`src/hw/rtl/tcw_pkg.sv`:
```
// ----------------------------------------------------------------------------
// Text console writer - package
// Screen geometry, codes, beat types and the cell packing function.
// ----------------------------------------------------------------------------
`default_nettype none

package tcw_pkg;

	localparam int COLUMNS    = 80;
	localparam int ROWS       = 25;
	localparam int TAB_STOP   = 4;
	localparam int CELL_COUNT = ROWS * COLUMNS;

	localparam int ADDR_W = $clog2(CELL_COUNT);
	localparam int COL_W  = $clog2(COLUMNS + TAB_STOP);
	localparam int ROW_W  = $clog2(ROWS);
	localparam int POS_W  = 11;
	localparam int CELL_W = 16;
	localparam int CHAR_W = 8;
	localparam int CLR_W  = 4;

	localparam logic [CHAR_W-1:0] NL_CODE    = 8'd10;
	localparam logic [CHAR_W-1:0] TAB_CODE   = 8'd9;
	localparam logic [CHAR_W-1:0] SPACE_CODE = 8'h20;

	typedef enum logic [1:0] {
		OP_PUT   = 2'd0,
		OP_CLEAR = 2'd1,
		OP_READ  = 2'd2,
		OP_NONE  = 2'd3
	} opcode_t;

	typedef enum logic {
		REG_BLANK_FG = 1'b0,
		REG_BLANK_BG = 1'b1
	} reg_index_t;

	typedef enum logic [2:0] {
		ST_IDLE,
		ST_EXEC,
		ST_COPY,
		ST_FILL,
		ST_CLEAR,
		ST_RESP
	} state_t;

	typedef struct packed {
		opcode_t           opcode;
		logic [CHAR_W-1:0] char_code;
		logic [CLR_W-1:0]  fore_colour;
		logic [CLR_W-1:0]  back_colour;
		logic [10:0]       cell_address;
	} item_t;

	typedef struct packed {
		logic [POS_W-1:0]  cursor_position;
		logic [CELL_W-1:0] cell_data;
		logic              scrolled;
	} result_t;

	typedef struct packed {
		logic idle;
		logic res_valid;
	} ctrl_status_t;

	typedef struct packed {
		logic              we;
		logic [ADDR_W-1:0] waddr;
		logic [CELL_W-1:0] wdata;
		logic              re;
		logic [ADDR_W-1:0] raddr;
	} mem_req_t;

	function automatic logic [CELL_W-1:0] make_cell(
		input logic [CHAR_W-1:0] code,
		input logic [CLR_W-1:0]  fg,
		input logic [CLR_W-1:0]  bg
	);
		return {bg, fg, code};
	endfunction

endpackage

`default_nettype wire

```
`src/hw/rtl/tcw_ctrl.sv`:
```
// ----------------------------------------------------------------------------
// Text console writer - sequencer
// Cursor keeping, screen walks for scroll and clear, and RAM access control.
// ----------------------------------------------------------------------------
`default_nettype none

module tcw_ctrl
	import tcw_pkg::*;
(
	input  wire logic              clk,
	input  wire logic              arst_n,
	input  wire logic              start,
	input  wire item_t             item,
	input  wire logic [CELL_W-1:0] blank,
	input  wire logic              res_take,
	output ctrl_status_t           status,
	output result_t                result,
	output mem_req_t               mem_req,
	input  wire logic [CELL_W-1:0] mem_rdata
);

	localparam logic [ADDR_W-1:0] LAST_CELL = ADDR_W'(CELL_COUNT - 1);
	localparam logic [ADDR_W-1:0] LAST_ROW  = ADDR_W'((ROWS - 1) * COLUMNS);
	localparam logic [ADDR_W-1:0] ROW_STEP  = ADDR_W'(COLUMNS);

	state_t             state_q, state_d;
	item_t              item_q;
	logic [COL_W-1:0]   col_q;
	logic [ROW_W-1:0]   row_q;
	logic [ADDR_W-1:0]  row_base_q;
	logic [ADDR_W-1:0]  cnt_q;
	logic               scrolled_q;
	logic               in_range_q;
	logic               copy_v_s1;
	logic [ADDR_W-1:0]  copy_dst_s1;

	logic [COL_W-1:0]   tab_col;
	logic [COL_W-1:0]   new_col;
	logic               row_adv;
	logic               drawn;
	logic               need_scroll;
	logic               addr_ok;

	assign tab_col = COL_W'((int'(col_q) / TAB_STOP + 1) * TAB_STOP);
	assign drawn   = (item_q.char_code != NL_CODE) && (item_q.char_code != TAB_CODE);
	assign addr_ok = (int'(item_q.cell_address) < CELL_COUNT);

	// Column after a put-char, with the wrap at the end of the row folded in.
	always_comb begin
		new_col = col_q;
		row_adv = 1'b0;
		if (item_q.char_code == NL_CODE) begin
			new_col = '0;
			row_adv = 1'b1;
		end else if (item_q.char_code == TAB_CODE) begin
			new_col = tab_col;
		end else begin
			new_col = col_q + COL_W'(1);
		end
		if (int'(new_col) >= COLUMNS) begin
			new_col = '0;
			row_adv = 1'b1;
		end
	end

	assign need_scroll = row_adv && (int'(row_q) == ROWS - 1);

	always_comb begin
		state_d = state_q;
		unique case (state_q)
			ST_IDLE: begin
				if (start) begin
					state_d = ST_EXEC;
				end
			end
			ST_EXEC: begin
				unique case (item_q.opcode)
					OP_PUT:   state_d = need_scroll ? ST_COPY : ST_RESP;
					OP_CLEAR: state_d = ST_CLEAR;
					OP_READ:  state_d = ST_RESP;
					OP_NONE:  state_d = ST_RESP;
				endcase
			end
			ST_COPY: begin
				if (cnt_q == LAST_CELL) begin
					state_d = ST_FILL;
				end
			end
			ST_FILL: begin
				if (!copy_v_s1 && cnt_q == LAST_CELL) begin
					state_d = ST_RESP;
				end
			end
			ST_CLEAR: begin
				if (cnt_q == LAST_CELL) begin
					state_d = ST_RESP;
				end
			end
			ST_RESP: begin
				if (res_take) begin
					state_d = ST_IDLE;
				end
			end
			default: state_d = ST_IDLE;
		endcase
	end

	// RAM port use per state; a pending copy write outranks the row fill.
	always_comb begin
		mem_req = '0;
		status  = '0;
		unique case (state_q)
			ST_IDLE: status.idle = 1'b1;
			ST_EXEC: begin
				if (item_q.opcode == OP_PUT && drawn) begin
					mem_req.we    = 1'b1;
					mem_req.waddr = row_base_q + ADDR_W'(col_q);
					mem_req.wdata = make_cell(item_q.char_code, item_q.fore_colour,
						item_q.back_colour);
				end
				if (item_q.opcode == OP_READ && addr_ok) begin
					mem_req.re    = 1'b1;
					mem_req.raddr = ADDR_W'(item_q.cell_address);
				end
			end
			ST_COPY: begin
				mem_req.re    = 1'b1;
				mem_req.raddr = cnt_q;
			end
			ST_FILL: begin
				if (!copy_v_s1) begin
					mem_req.we    = 1'b1;
					mem_req.waddr = cnt_q;
					mem_req.wdata = blank;
				end
			end
			ST_CLEAR: begin
				mem_req.we    = 1'b1;
				mem_req.waddr = cnt_q;
				mem_req.wdata = blank;
			end
			ST_RESP: status.res_valid = 1'b1;
			default: status = '0;
		endcase
		if (copy_v_s1) begin
			mem_req.we    = 1'b1;
			mem_req.waddr = copy_dst_s1;
			mem_req.wdata = mem_rdata;
		end
	end

	always_comb begin
		result.cursor_position = POS_W'(row_base_q + ADDR_W'(col_q));
		result.cell_data       = (item_q.opcode == OP_READ && in_range_q) ? mem_rdata : '0;
		result.scrolled        = scrolled_q;
	end

	always_ff @(posedge clk or negedge arst_n) begin
		if (!arst_n) begin
			state_q    <= ST_IDLE;
			col_q      <= '0;
			row_q      <= '0;
			row_base_q <= '0;
			copy_v_s1  <= 1'b0;
		end else begin
			state_q   <= state_d;
			copy_v_s1 <= (state_q == ST_COPY);
			if (state_q == ST_EXEC && item_q.opcode == OP_PUT) begin
				col_q <= new_col;
				if (row_adv && !need_scroll) begin
					row_q      <= row_q + ROW_W'(1);
					row_base_q <= row_base_q + ROW_STEP;
				end
			end else if (state_q == ST_EXEC && item_q.opcode == OP_CLEAR) begin
				col_q      <= '0;
				row_q      <= '0;
				row_base_q <= '0;
			end
		end
	end

	always_ff @(posedge clk) begin
		if (start) begin
			item_q <= item;
		end
		copy_dst_s1 <= cnt_q - ROW_STEP;
		unique case (state_q)
			ST_EXEC: begin
				scrolled_q <= (item_q.opcode == OP_PUT) && need_scroll;
				in_range_q <= addr_ok;
				cnt_q      <= (item_q.opcode == OP_CLEAR) ? '0 : ROW_STEP;
			end
			ST_COPY:  cnt_q <= (cnt_q == LAST_CELL) ? LAST_ROW : cnt_q + ADDR_W'(1);
			ST_FILL: begin
				if (!copy_v_s1) begin
					cnt_q <= cnt_q + ADDR_W'(1);
				end
			end
			ST_CLEAR: cnt_q <= cnt_q + ADDR_W'(1);
			default: cnt_q <= cnt_q;
		endcase
	end

endmodule

`default_nettype wire

```
`config.mk`:
```
export PLATFORM = sky130hd
export DESIGN_NAME = tcw_ctrl
export DESIGN_NICKNAME = d
export VERILOG_FILES = /design/src/hw/rtl/tcw_pkg.sv /design/src/hw/rtl/tcw_ctrl.sv
export SDC_FILE = /design/constraint.sdc
export NUM_CORES = 1
export LEC_CHECK = 0
export ABC_CLOCK_PERIOD_IN_PS = 7400
export BUFFER_PORTS_ARGS = -buffer_cell sky130_fd_sc_hd__buf_2
export CORE_ASPECT_RATIO = 0.8
export CORE_MARGIN = 2
export CORE_UTILIZATION = 50
export DETAILED_ROUTE_END_ITERATION = 8
export PLACE_DENSITY = 0.78
export SLEW_MARGIN = 20
export SYNTH_ARGS = -nofsm -noshare
export SYNTH_HDL_FRONTEND = slang
export SYNTH_SLANG_ARGS = --single-unit
```
`constraint.sdc`:
```
create_clock -name clk -period 7.4 [get_ports clk]
set_input_delay 1.11 -clock clk [delete_from_list [all_inputs] [get_ports clk]]
set_output_delay 1.11 -clock clk [all_outputs]
set_load 0.02 [all_outputs]
```
# --- Word level (Yosys, flattened, before mapping) ---
# Cells that the tools add are included.
# W data, S select, Z words.
classes:
  add_sub_neg: 7
  reduce_logical: 21
  magnitude_cmp: 2
  n_mux: 33
  n_eq_ne: 21
ops:
  columns: ["operator", "count"]
  rows:
  - ["$mux W28", 2]
  - ["$pmux W28 S2", 1]
  - ["$mux W11", 5]
  - ["$pmux W11 S4", 1]
  - ["$mux W7", 6]
  - ["$pmux W12 S2", 1]
  - ["$mux W3", 6]
  - ["$pmux W3 S6", 1]
  - ["$eq A8 B4 Y1 const B", 2]
  - ["$mux W16", 1]
  - ["$ne A8 B4 Y1 const B", 2]
  - ["$mux W5", 3]
  - ["$mux W12", 1]
  - ["$ne A2 B2 Y1 const B", 6]
  - ["$add A11 B1 Y11 const B", 1]
  - ["$add A11 B7 Y11", 1]
  - ["$add A11 B7 Y11 const B", 1]
  - ["$eq A11 B11 Y1 const B", 1]
  - ["$lt A11 B11 Y1 const B", 1]
  - ["$sub A11 B7 Y11 const B", 1]
  - ["$add A5 B1 Y5 const B", 2]
  - ["$logic_and A1 B1 Y1", 10]
  - ["$pmux W3 S3", 1]
  - ["$add A7 B1 Y7 const B", 1]
  - ["17 further kinds", 26]
totals:
  wordCells: 98
  regBits: 80
  output_inout_bits: 70
  inputBits: 65

# --- Logic depth before layout (Yosys ltp) ---
# Gate-level depths: netlist of the first run.
depth:
  ltp_word: 10
  mapped_depth: 9
  mapped_depth_nobuf: 8

# --- Least setup slack after synthesis of the first run ---
# Ideal clock, no wire load.
synth_path:
  path_type: "flip-flop to output port"
  from: "reg state_q[2]"
  to: "out mem_req[34] in the netlist's numbering"
  n_path_buf: 4
  arrival_time_ns: 2.418
  setup_slack_ns: 3.872
  path_stages_with_launch: 10
  t_required_ns: 6.290
  cell_sequence: "dfrtp_1 > buf_6 > or4b_1 > buf_2 > or2_1 > buf_6 > a31oi_4 > buf_2 > a22oi_1 > o21ai_0"
synth_lines:
  columns: ["element", "line", "rtl"]
  rows:
  - ["from (decl)", "tcw_ctrl.sv:26", "state_t state_q, state_d;"]
  - ["from (signal assigned)", "tcw_ctrl.sv:166", "state_q <= state_d;"]
  - ["to (decl)", "tcw_ctrl.sv:18", "output mem_req_t mem_req,"]

==> flow_summary.ini, run 1 <==
[status]
outcome = completed

[cts]
cts_resized = 0
clk_pin_slew_ns = 0.07
cts_hold_buf = 0
clockRootBuffer = clkbuf_8
cts_htree_levels = 3
cts_tree = yes
post_cts.repair.setup_buffers = 0
cts_sinks = 76
clk_latency_ns = 0.35
clockBufferDepth = 2
numCtsBuffers = 9

[setup_path]
cpMaxStageDelayCell = or4b_1
worstPathBufferInverterCount = 1
cp-start-kind = flop
crit_path_cell_trace = or4b_1, or2_1, a31oi_4, a22oi_1, o21ai_0, buf_2
crit_type = reg -> out
required_ns = 6.29
ff2ff_setup_slack_ns = 4.20
crit_family = simple AND/OR/NAND/NOR gates
critPathCaptureType = primary output
crit_fanout = 25
critPathMaxStageDelay_ns = 0.72
arrival_ns = 3.21

[placed_design]
postPlaceCellArea_sq_um = 5100
pre_cts_ws_ns = 3.50
finalWeightedCongestion = 0.975
place_inst = 665
port_buffers = 134
dp_hpwl_mm = 8.87

[logic_synthesis]
synth_fp_nets = 527
synth_warnings = 0
synth_most_common_cell = nand2_1
yosysUniqueCellTypes = 63
mappedNetlistArea_sq_um = 4430
async_flop_share = 0.303
synth_top_cell_by_area = edfxtp_1
yosys_register_bits = 76
synth_top_area_share = 0.285
synth_edf_count = 42
yosysSeqAreaShare = 0.465
synth_top_cells_by_count = nand2_1, edfxtp_1, o21ai_0
synth_area_per_cell_sq_um = 9.86
syn_inst = 449
synthFlopType = edfxtp_1
synth.area.top_cells = edfxtp_1, dfrtp_1, dfxtp_1, o21ai_0, a22oi_1

[hold_path]
min_path_type = reg -> reg

[routing]
routed_wl_mm = 12.0
drtIter0Drc = 281
num_vias = 4005
detail_route.first_pass.iterations = 6
route.antenna.remaining_nets = 0
wl_per_cell_um = 17.6
drc = 0
vias_per_cell = 5.88

[cells_and_area]
finalInstanceArea_sq_um = 5300
multiInputGateArea_sq_um = 2160
synthToLayoutAreaGrowth_pct = 19.8
seqCellArea_sq_um = 2060
antennaDiodeCount = 0
drive_gt1_frac = 0.293
fillers = 676
final_nets = 642
layoutNonFillerInstCount = 681

[timing]
setup_ws_ns = 3.08
rsz0062_at_grt = no
setup_viol = 0
clock.fmax_mhz = 232
clock_skew_ns = 0.00593
period_minus_slack_ns = 4.32
hold_viol_final = 0
drv_slew = 0
fin_crit_sh = 0.584
tightest_slew_ns = 0.938
tns_ns = 0
slew_headroom = 0.372

[global_routing]
grt_pass1_vias = 3711
grt_util_all_layers = 0.254
grt_pass1_wl_mm = 18.4
grt_overflow_total = 0
grt_max_degree = 36
antenna_found_initial = 0

[floorplanning]
die_w_um = 109
io_pins = 135
fp.dieH_um = 88.2
dieArea_sq_um = 9630
initial_core_util = 0.517
core_area_sq_um = 8560
fp-row-count = 30

[power_and_ir_drop]
power.density_nw_per_um2 = 295
seqPwrFrac = 0.432
p_sw_uw = 622
p_int_uw = 940
combPwrFrac = 0.365
p_clk_frac = 0.203
p_leak_uw = 0.00235
peakVddDrop_uv = 171
swShare = 0.398

[flow_run]
max-cap-violations = 0
[path summary, 6_finish.rpt]
| path | start | endpoint | cells past startpoint |
|---|---|---|---|
| worst max-delay path | state_q[1] | mem_req[34] | 6 |
| worst min-delay path | cnt_q[1] | copy_dst_s1[1] | 0 |
| worst max register to register | item_q[20] | row_q[1] | 6 |
| worst min register to register | cnt_q[1] | copy_dst_s1[1] | 0 |
| max in group asynchronous | arst_n | copy_v_s1 | 1 |
| min in group asynchronous | arst_n | row_q[2] | 1 |
[power groups by stage]
stage / Clock [uW] / Sequential, uW / Combinational (uW)
after floorplan: 0 / 611 / 448
after global placement: 0 / 678 / 550
after detailed placement: 0 / 681 / 563
after CTS: 326 / 672 / 568
after global routing: 339 / 692 / 628
final: 317 / 675 / 570
[worst register-to-register path: cells and delay by family (launching register included)]
kind            cells  cell delay (ns)
compound gates      2             0.89
flops               1             0.52
mux                 1             0.37
simple gates        3             1.31
[state kept, by name, indices dropped and copies added (netlist names)]
signal       flops
row_base_q       7
copy_dst_s1     11
in_range_q       1
cnt_q           11
copy_v_s1        1
state_q          3
row_q            5
item_q          29
scrolled_q       1
col_q            7
[layout make-up]
class,instances,share of cell area
Inverter,13,0.00920
Tap cell,112,0.0264
Timing Repair Buffer,137,0.131
Sequential cell,76,0.388
Multi-Input combinational cell,327,0.407
Clock buffer,12,0.0293
Clock inverter,4,0.00897
[through the flow]
stage                     hold slack [ns]  power [uW]  utilization
after floorplan                     0.346        1060            -
after global placement              0.510        1230        0.596
after detailed placement            0.517        1240        0.596
after CTS                           0.531        1570        0.619
after global routing                0.575        1660        0.620
final                               0.537        1560        0.620
[metal layers]
metal / GRT usage / routed length [um] / up-vias
met5: 0 / 0 / -
met4: 0.124 / 468 / 0
met3: 0.0610 / 1030 / 35
met2: 0.421 / 5660 / 220
met1: 0.315 / 4860 / 1856
li1: - / - / 1894
[placed cells by master (no fill, tap or decap), types with 4 or more instances in the layout]
cell	count
nand2_1	48
inv_1	13
nor4_1	4
dfrtp_1	22
a21oi_1	16
or3_1	8
nor2_1	28
a32o_1	4
buf_2	134
clkbuf_8	11
nand4_1	8
a22oi_1	25
dfxtp_1	11
xor2_1	12
a22o_1	11
ha_1	13
o21ai_0	38
mux2i_1	4
nand3_1	13
and2_1	16
edfxtp_1	42
xnor2_1	11
nor3_1	5
[kinds of logic after synthesis]
logic type | after synthesis | share of synthesized area
multiplexers | 5 | 0.0116
AO/OA/AOI/OAI | 125 | 0.196
AND/OR/NAND/NOR | 160 | 0.196
flip-flops | 76 | 0.465
other | 1 | 0.000847
buffers and inverters | 46 | 0.0492
XOR/XNOR | 23 | 0.0455
adder cells (fa/ha/maj) | 13 | 0.0367
No activity file was read; power rests on OpenSTA's default activity.
==> run 2, diff against run 1 <==
--- a/config.mk
+++ b/config.mk
@@ -5,13 +5,14 @@
 export SDC_FILE = /design/constraint.sdc
 export NUM_CORES = 1
 export LEC_CHECK = 0
-export ABC_CLOCK_PERIOD_IN_PS = 7400
+export ABC_AREA = 1
+export ABC_CLOCK_PERIOD_IN_PS = 3600
 export BUFFER_PORTS_ARGS = -buffer_cell sky130_fd_sc_hd__buf_2
 export CORE_ASPECT_RATIO = 0.8
 export CORE_MARGIN = 2
-export CORE_UTILIZATION = 50
+export CORE_UTILIZATION = 47
 export DETAILED_ROUTE_END_ITERATION = 8
-export PLACE_DENSITY = 0.78
+export PLACE_DENSITY = 0.77
 export SLEW_MARGIN = 20
 export SYNTH_ARGS = -nofsm -noshare
 export SYNTH_HDL_FRONTEND = slang
==> constraint.sdc (replaced) <==
create_clock -name clk -period 3.6 [get_ports clk]
set_input_delay 0.54 -clock clk [delete_from_list [all_inputs] [get_ports clk]]
set_output_delay 0.54 -clock clk [all_outputs]
set_load 0.02 [all_outputs]
==> flow_summary.ini, run 2 <==
[status]
outcome = completed

[floorplanning]
initial_core_util = 0.490
fp-row-count = 31
die_w_um = 113
io_pins = 135
dieArea_sq_um = 10400
fp.dieH_um = 91.6
core_area_sq_um = 9190

[cts]
clockRootBuffer = clkbuf_16
clk_latency_ns = 0.34
clk_pin_slew_ns = 0.06
clockBufferDepth = 2
cts_hold_buf = 0
cts_sinks = 76
cts_htree_levels = 3
post_cts.repair.setup_buffers = 0
numCtsBuffers = 9
cts_tree = yes

[timing]
slew_headroom = 0.552
period_minus_slack_ns = 3.28
rsz0062_at_grt = no
setup_viol = 0
clock.fmax_mhz = 305
fin_crit_sh = 0.912
tns_ns = 0
clock_skew_ns = 0.00462
setup_ws_ns = 0.318
drv_slew = 0
hold_viol_final = 0
tightest_slew_ns = 0.672

[logic_synthesis]
async_flop_share = 0.303
synth_fp_nets = 617
synth.area.top_cells = edfxtp_1, dfrtp_1, nand2_1, inv_1, o21ai_0
synth_edf_count = 42
synthFlopType = edfxtp_1
synth_warnings = 0
syn_inst = 539
mappedNetlistArea_sq_um = 4510
yosysUniqueCellTypes = 44
synth_area_per_cell_sq_um = 8.36
yosys_register_bits = 76
synth_top_cells_by_count = nand2_1, inv_1, o21ai_0
synth_top_area_share = 0.280
synth_most_common_cell = nand2_1
yosysSeqAreaShare = 0.456
synth_top_cell_by_area = edfxtp_1

[power_and_ir_drop]
seqPwrFrac = 0.375
totalPowerFinal_uw = 3600
p_leak_uw = 0.00277
power.density_nw_per_um2 = 649
p_clk_frac = 0.254
combPwrFrac = 0.371
p_int_uw = 2120
peakVddDrop_uv = 374
swShare = 0.411
p_sw_uw = 1480

[cells_and_area]
final_nets = 745
multiInputGateArea_sq_um = 2030
drive_gt1_frac = 0.263
mostFrequentLayoutCells = buf_2, nand2_1, inv_1
seqCellArea_sq_um = 2060
synthToLayoutAreaGrowth_pct = 23.2
top_register = item_q
antennaDiodeCount = 0
fillers = 822
reg_top3 = item_q (29), cnt_q (11), copy_dst_s1 (11)
largest_register_ff_count = 29
final_common_cell = buf_2

[setup_path]
critPathCaptureType = primary output
arrival_ns = 2.74
crit_fanout = 19
crit_path_cell_trace = inv_1, nand4_1, nor2_1, nor3_1, nand2_1, clkinvlp_4, a22oi_1, o21ai_0, buf_2
r2r-start = col_q[2]
ff2ff_setup_slack_ns = 1.28
required_ns = 3.06
r2r_cells = 14
cp-start-kind = flop
cpMaxStageDelayCell = clkinvlp_4
crit_type = reg -> out
critPathMaxStageDelay_ns = 0.46
endpoint = mem_req[15]
crit_path_start = item_q[21]
reg2reg_to = row_base_q[7]

[global_routing]
grt_pass1_wl_mm = 20.4
grt_pass1_vias = 4101
grt_max_degree = 39
grt_overflow_total = 0
grt_util_all_layers = 0.251
antenna_found_initial = 0

[routing]
num_vias = 4195
drtIter0Drc = 324
detail_route.first_pass.iterations = 5
route.antenna.remaining_nets = 0
drc = 0
wl_per_cell_um = 16.2
vias_per_cell = 5.33
routed_wl_mm = 12.7

[placed_design]
finalWeightedCongestion = 0.886
port_buffers = 134
pre_cts_ws_ns = 0.572
dp_hpwl_mm = 9.79

[flow_run]
max-cap-violations = 0

[hold_path]
min_path_type = in -> async
==> run 2: kinds of logic after synthesis <==
| family | share of synthesized area |
|---|---|
| and+or+nand+nor | 0.224 |
| buffers and inverters | 0.0933 |
| AOI/OAI and AO/OA | 0.125 |
| DFF | 0.456 |
| xor gates and xnor gates | 0.0641 |
| adders and majority gates | 0.0361 |
| other | 0.000832 |
==> run 2: worst min path at each step <==
stage | slack, ns | to | cells after the start | start
after floorplan | 0.24 | col_q[0] | 0 | arst_n
after global placement | 0.45 | copy_dst_s1[3] | 0 | cnt_q[3]
after detailed placement | 0.47 | copy_dst_s1[2] | 0 | cnt_q[2]
after CTS | 0.20 | row_q[3] | 1 | arst_n
after global routing | 0.22 | state_q[0] | 1 | arst_n
final | 0.19 | row_q[0] | 1 | arst_n
==> run 2: cell type report <==
class / count / area share
clock buffers: 9 / 0.0406
well taps: 115 / 0.0259
multi-input cells: 358 / 0.366
inverters: 85 / 0.0582
repair buffers: 137 / 0.125
clock inverters: 7 / 0.0135
flip-flops and latches: 76 / 0.371
==> run 2: repair_timing <==
item / CTS / global route
setup endpoints to repair: 0 / 18
hold endpoints to repair: 0 / 0
gates resized for setup: 0 / 1
==> run 2: per-layer routing <==
| layer | routed length (um) | share of wire | GRT usage | up-vias |
|---|---|---|---|---|
| met4 | 234 | 0.018 | 0.0813 | 0 |
| met3 | 720 | 0.056 | 0.0534 | 21 |
| met2 | 6230 | 0.49 | 0.395 | 166 |
| met1 | 5560 | 0.44 | 0.346 | 1963 |
| met5 | 0 | 0 | 0 | - |
| li1 | - | - | - | 2045 |
==> run 2: power by group through the flow <==
stage	Combinational (uW)	Sequential, uW	Clock, uW
after detailed placement	1310	1360	0
after floorplan	900	1300	0
final	1340	1350	916
after global routing	1460	1380	965
after global placement	1270	1350	0
after CTS	1320	1350	925
==> run 2: per-stage QoR <==
step	cells	hold slack (ns)	utilization	area, sq um
floorplan	539	0.244	-	4510
global placement	771	0.450	0.571	5250
detailed placement	771	0.465	0.571	5250
CTS	787	0.198	0.603	5550
global route	787	0.223	0.604	5550
finish	787	0.186	0.604	5550
==> run 2: worst max-delay path: cells and delay by family (launching register included) <==
kind / cells / cell delay, ns
compound gates: 2 / 0.40
simple gates: 4 / 0.90
buf+inv: 3 / 0.74
flops: 1 / 0.37
==> run 3, diff against run 2 <==
--- a/config.mk
+++ b/config.mk
@@ -8,10 +8,11 @@
 export ABC_AREA = 1
 export ABC_CLOCK_PERIOD_IN_PS = 3600
 export BUFFER_PORTS_ARGS = -buffer_cell sky130_fd_sc_hd__buf_2
-export CORE_ASPECT_RATIO = 0.8
+export CORE_ASPECT_RATIO = 0.5
 export CORE_MARGIN = 2
 export CORE_UTILIZATION = 47
 export DETAILED_ROUTE_END_ITERATION = 8
+export MAX_ROUTING_LAYER = met4
 export PLACE_DENSITY = 0.77
 export SLEW_MARGIN = 20
 export SYNTH_ARGS = -nofsm -noshare
==> flow_summary.ini, run 3 (same netlist as run 2, synthesis figures left out) <==
[floorplanning]
fp.dieH_um = 73.2
fp-row-count = 25
die_w_um = 142
io_pins = 135
dieArea_sq_um = 10400
core_area_sq_um = 9380
initial_core_util = 0.480

[power_and_ir_drop]
p_leak_uw = 0.00279
seqPwrFrac = 0.381
p_clk_frac = 0.254
totalPowerFinal_uw = 3550
p_sw_uw = 1420
p_int_uw = 2130
combPwrFrac = 0.366
swShare = 0.399
power.density_nw_per_um2 = 636
peakVddDrop_uv = 299

[placed_design]
dp_hpwl_mm = 8.99
finalWeightedCongestion = 0.949
port_buffers = 134

[setup_path]
required_ns = 3.06
reg2reg_to = row_q[4]
crit_path_start = item_q[23]
arrival_ns = 2.67
crit_family = buffers and inverters
r2r_cells = 14
cpMaxStageDelayCell = edfxtp_1
endpoint = mem_req[35]
crit_type = reg -> out
critPathMaxStageDelay_ns = 0.38
critPathCaptureType = primary output
worstPathBufferInverterCount = 4
r2r-start = col_q[3]
crit_fanout = 12
ff2ff_setup_slack_ns = 1.29
crit_path_cell_trace = inv_1, nand4_1, nor2_1, nor3_1, nand2_1, clkinv_1, buf_4, a22oi_1, o21ai_0, buf_2
cp-start-kind = flop
cp.depth = 10

[cells_and_area]
reg_top3 = item_q (29), cnt_q (11), copy_dst_s1 (11)
top_register = item_q
largest_register_ff_count = 29
final_common_cell = buf_2
final_nets = 746
synthToLayoutAreaGrowth_pct = 23.6
post-route-util = 0.594
mostFrequentLayoutCells = buf_2, nand2_1, inv_1
fillers = 823
drive_gt1_frac = 0.263

[routing]
route.antenna.remaining_nets = 0
vias_per_cell = 5.23
num_vias = 4158
detail_route.first_pass.iterations = 5
routed_wl_mm = 11.7
wl_per_cell_um = 14.7
drtIter0Drc = 322
drc = 0

[cts]
cts_sinks = 76
post_cts.repair.setup_buffers = 0
cts_hold_buf = 0
clk_pin_slew_ns = 0.06
cts_tree = yes
clockBufferDepth = 2
cts_htree_levels = 3
clockRootBuffer = clkbuf_16
numCtsBuffers = 9
cts_resized = 0
clk_latency_ns = 0.34

[timing]
clock_skew_ns = 0.00634
setup_viol = 0
drv_slew = 0
period_minus_slack_ns = 3.21
tightest_slew_ns = 0.696
hold_viol_final = 0
tns_ns = 0
slew_headroom = 0.536
fin_crit_sh = 0.893
rsz0062_at_grt = no
clock.fmax_mhz = 311

[global_routing]
grt_overflow_total = 0
grt_pass1_vias = 3693
grt_pass1_wl_mm = 18.4
grt_util_all_layers = 0.237
antenna_found_initial = 1
grt_max_degree = 31

[flow_run]
max-cap-violations = 0

[hold_path]
min_path_type = in -> async

[status]
outcome = completed
==> run 3: cell count changes in the layout (fill, tap and decap cells not counted) <==
cell        change
clkbuf_1        +1
clkinvlp_4      -2
inv_6           -1
clkinv_2        +2
buf_12          +1
diode_2         +1
==> run 3: power groups by stage <==
stage	registers (uW)	clock network [uW]	logic [uW]
floorplan	1300	0	900
global placement	1360	0	1260
detailed placement	1360	0	1290
CTS	1350	912	1290
global route	1370	958	1430
finish	1350	899	1300
==> run 3: how the worst min path moves through the flow <==
stage,endpoint,start,cells past startpoint
final,copy_v_s1,arst_n,1
after global routing,copy_v_s1,arst_n,1
after CTS,copy_v_s1,arst_n,1
after detailed placement,copy_dst_s1[1],cnt_q[1],0
after global placement,copy_dst_s1[3],cnt_q[3],0
after floorplan,col_q[0],arst_n,0
==> run 3: stage by stage <==
step                setup WS (ns)  area [sq um]  instances  hold WS, ns
finish                      0.385          5570        795        0.180
global route                0.105          5570        795        0.225
CTS                         0.390          5570        794        0.188
detailed placement          0.763          5270        778        0.450
global placement            0.853          5270        778        0.453
floorplan                    1.06          4510        539        0.244
==> run 3: metal layers <==
metal | wire length, um | track usage | part of all wire | up-vias
li1 | - | - | - | 2046
met5 | 0 | - | 0 | -
met4 | 148 | 0.0594 | 0.013 | 0
met1 | 5320 | 0.311 | 0.46 | 1960
met2 | 5500 | 0.373 | 0.47 | 139
met3 | 718 | 0.0591 | 0.061 | 13
==> run 3: worst register-to-register path, delay by kind of cell (launching register included) <==
kind / cells / cell delay, ns
and+or+nand+nor: 11 / 1.14
adders and majority gates: 1 / 0.34
DFF: 1 / 0.49
buffers and inverters: 1 / 0.11
AOI/OAI and AO/OA: 1 / 0.10
==> run 3: final cells by class <==
cell class / count / area (sq um) / share of cell area
timing repair buffer: 138 / 713 / 0.128
clock inverter: 6 / 65.1 / 0.0117
sequential: 76 / 2060 / 0.369
inverter: 85 / 319 / 0.0573
antenna: 1 / 2.50 / 0.000449
clock buffer: 10 / 229 / 0.0411
multi-input combinational: 358 / 2030 / 0.365
tap: 121 / 151 / 0.0272
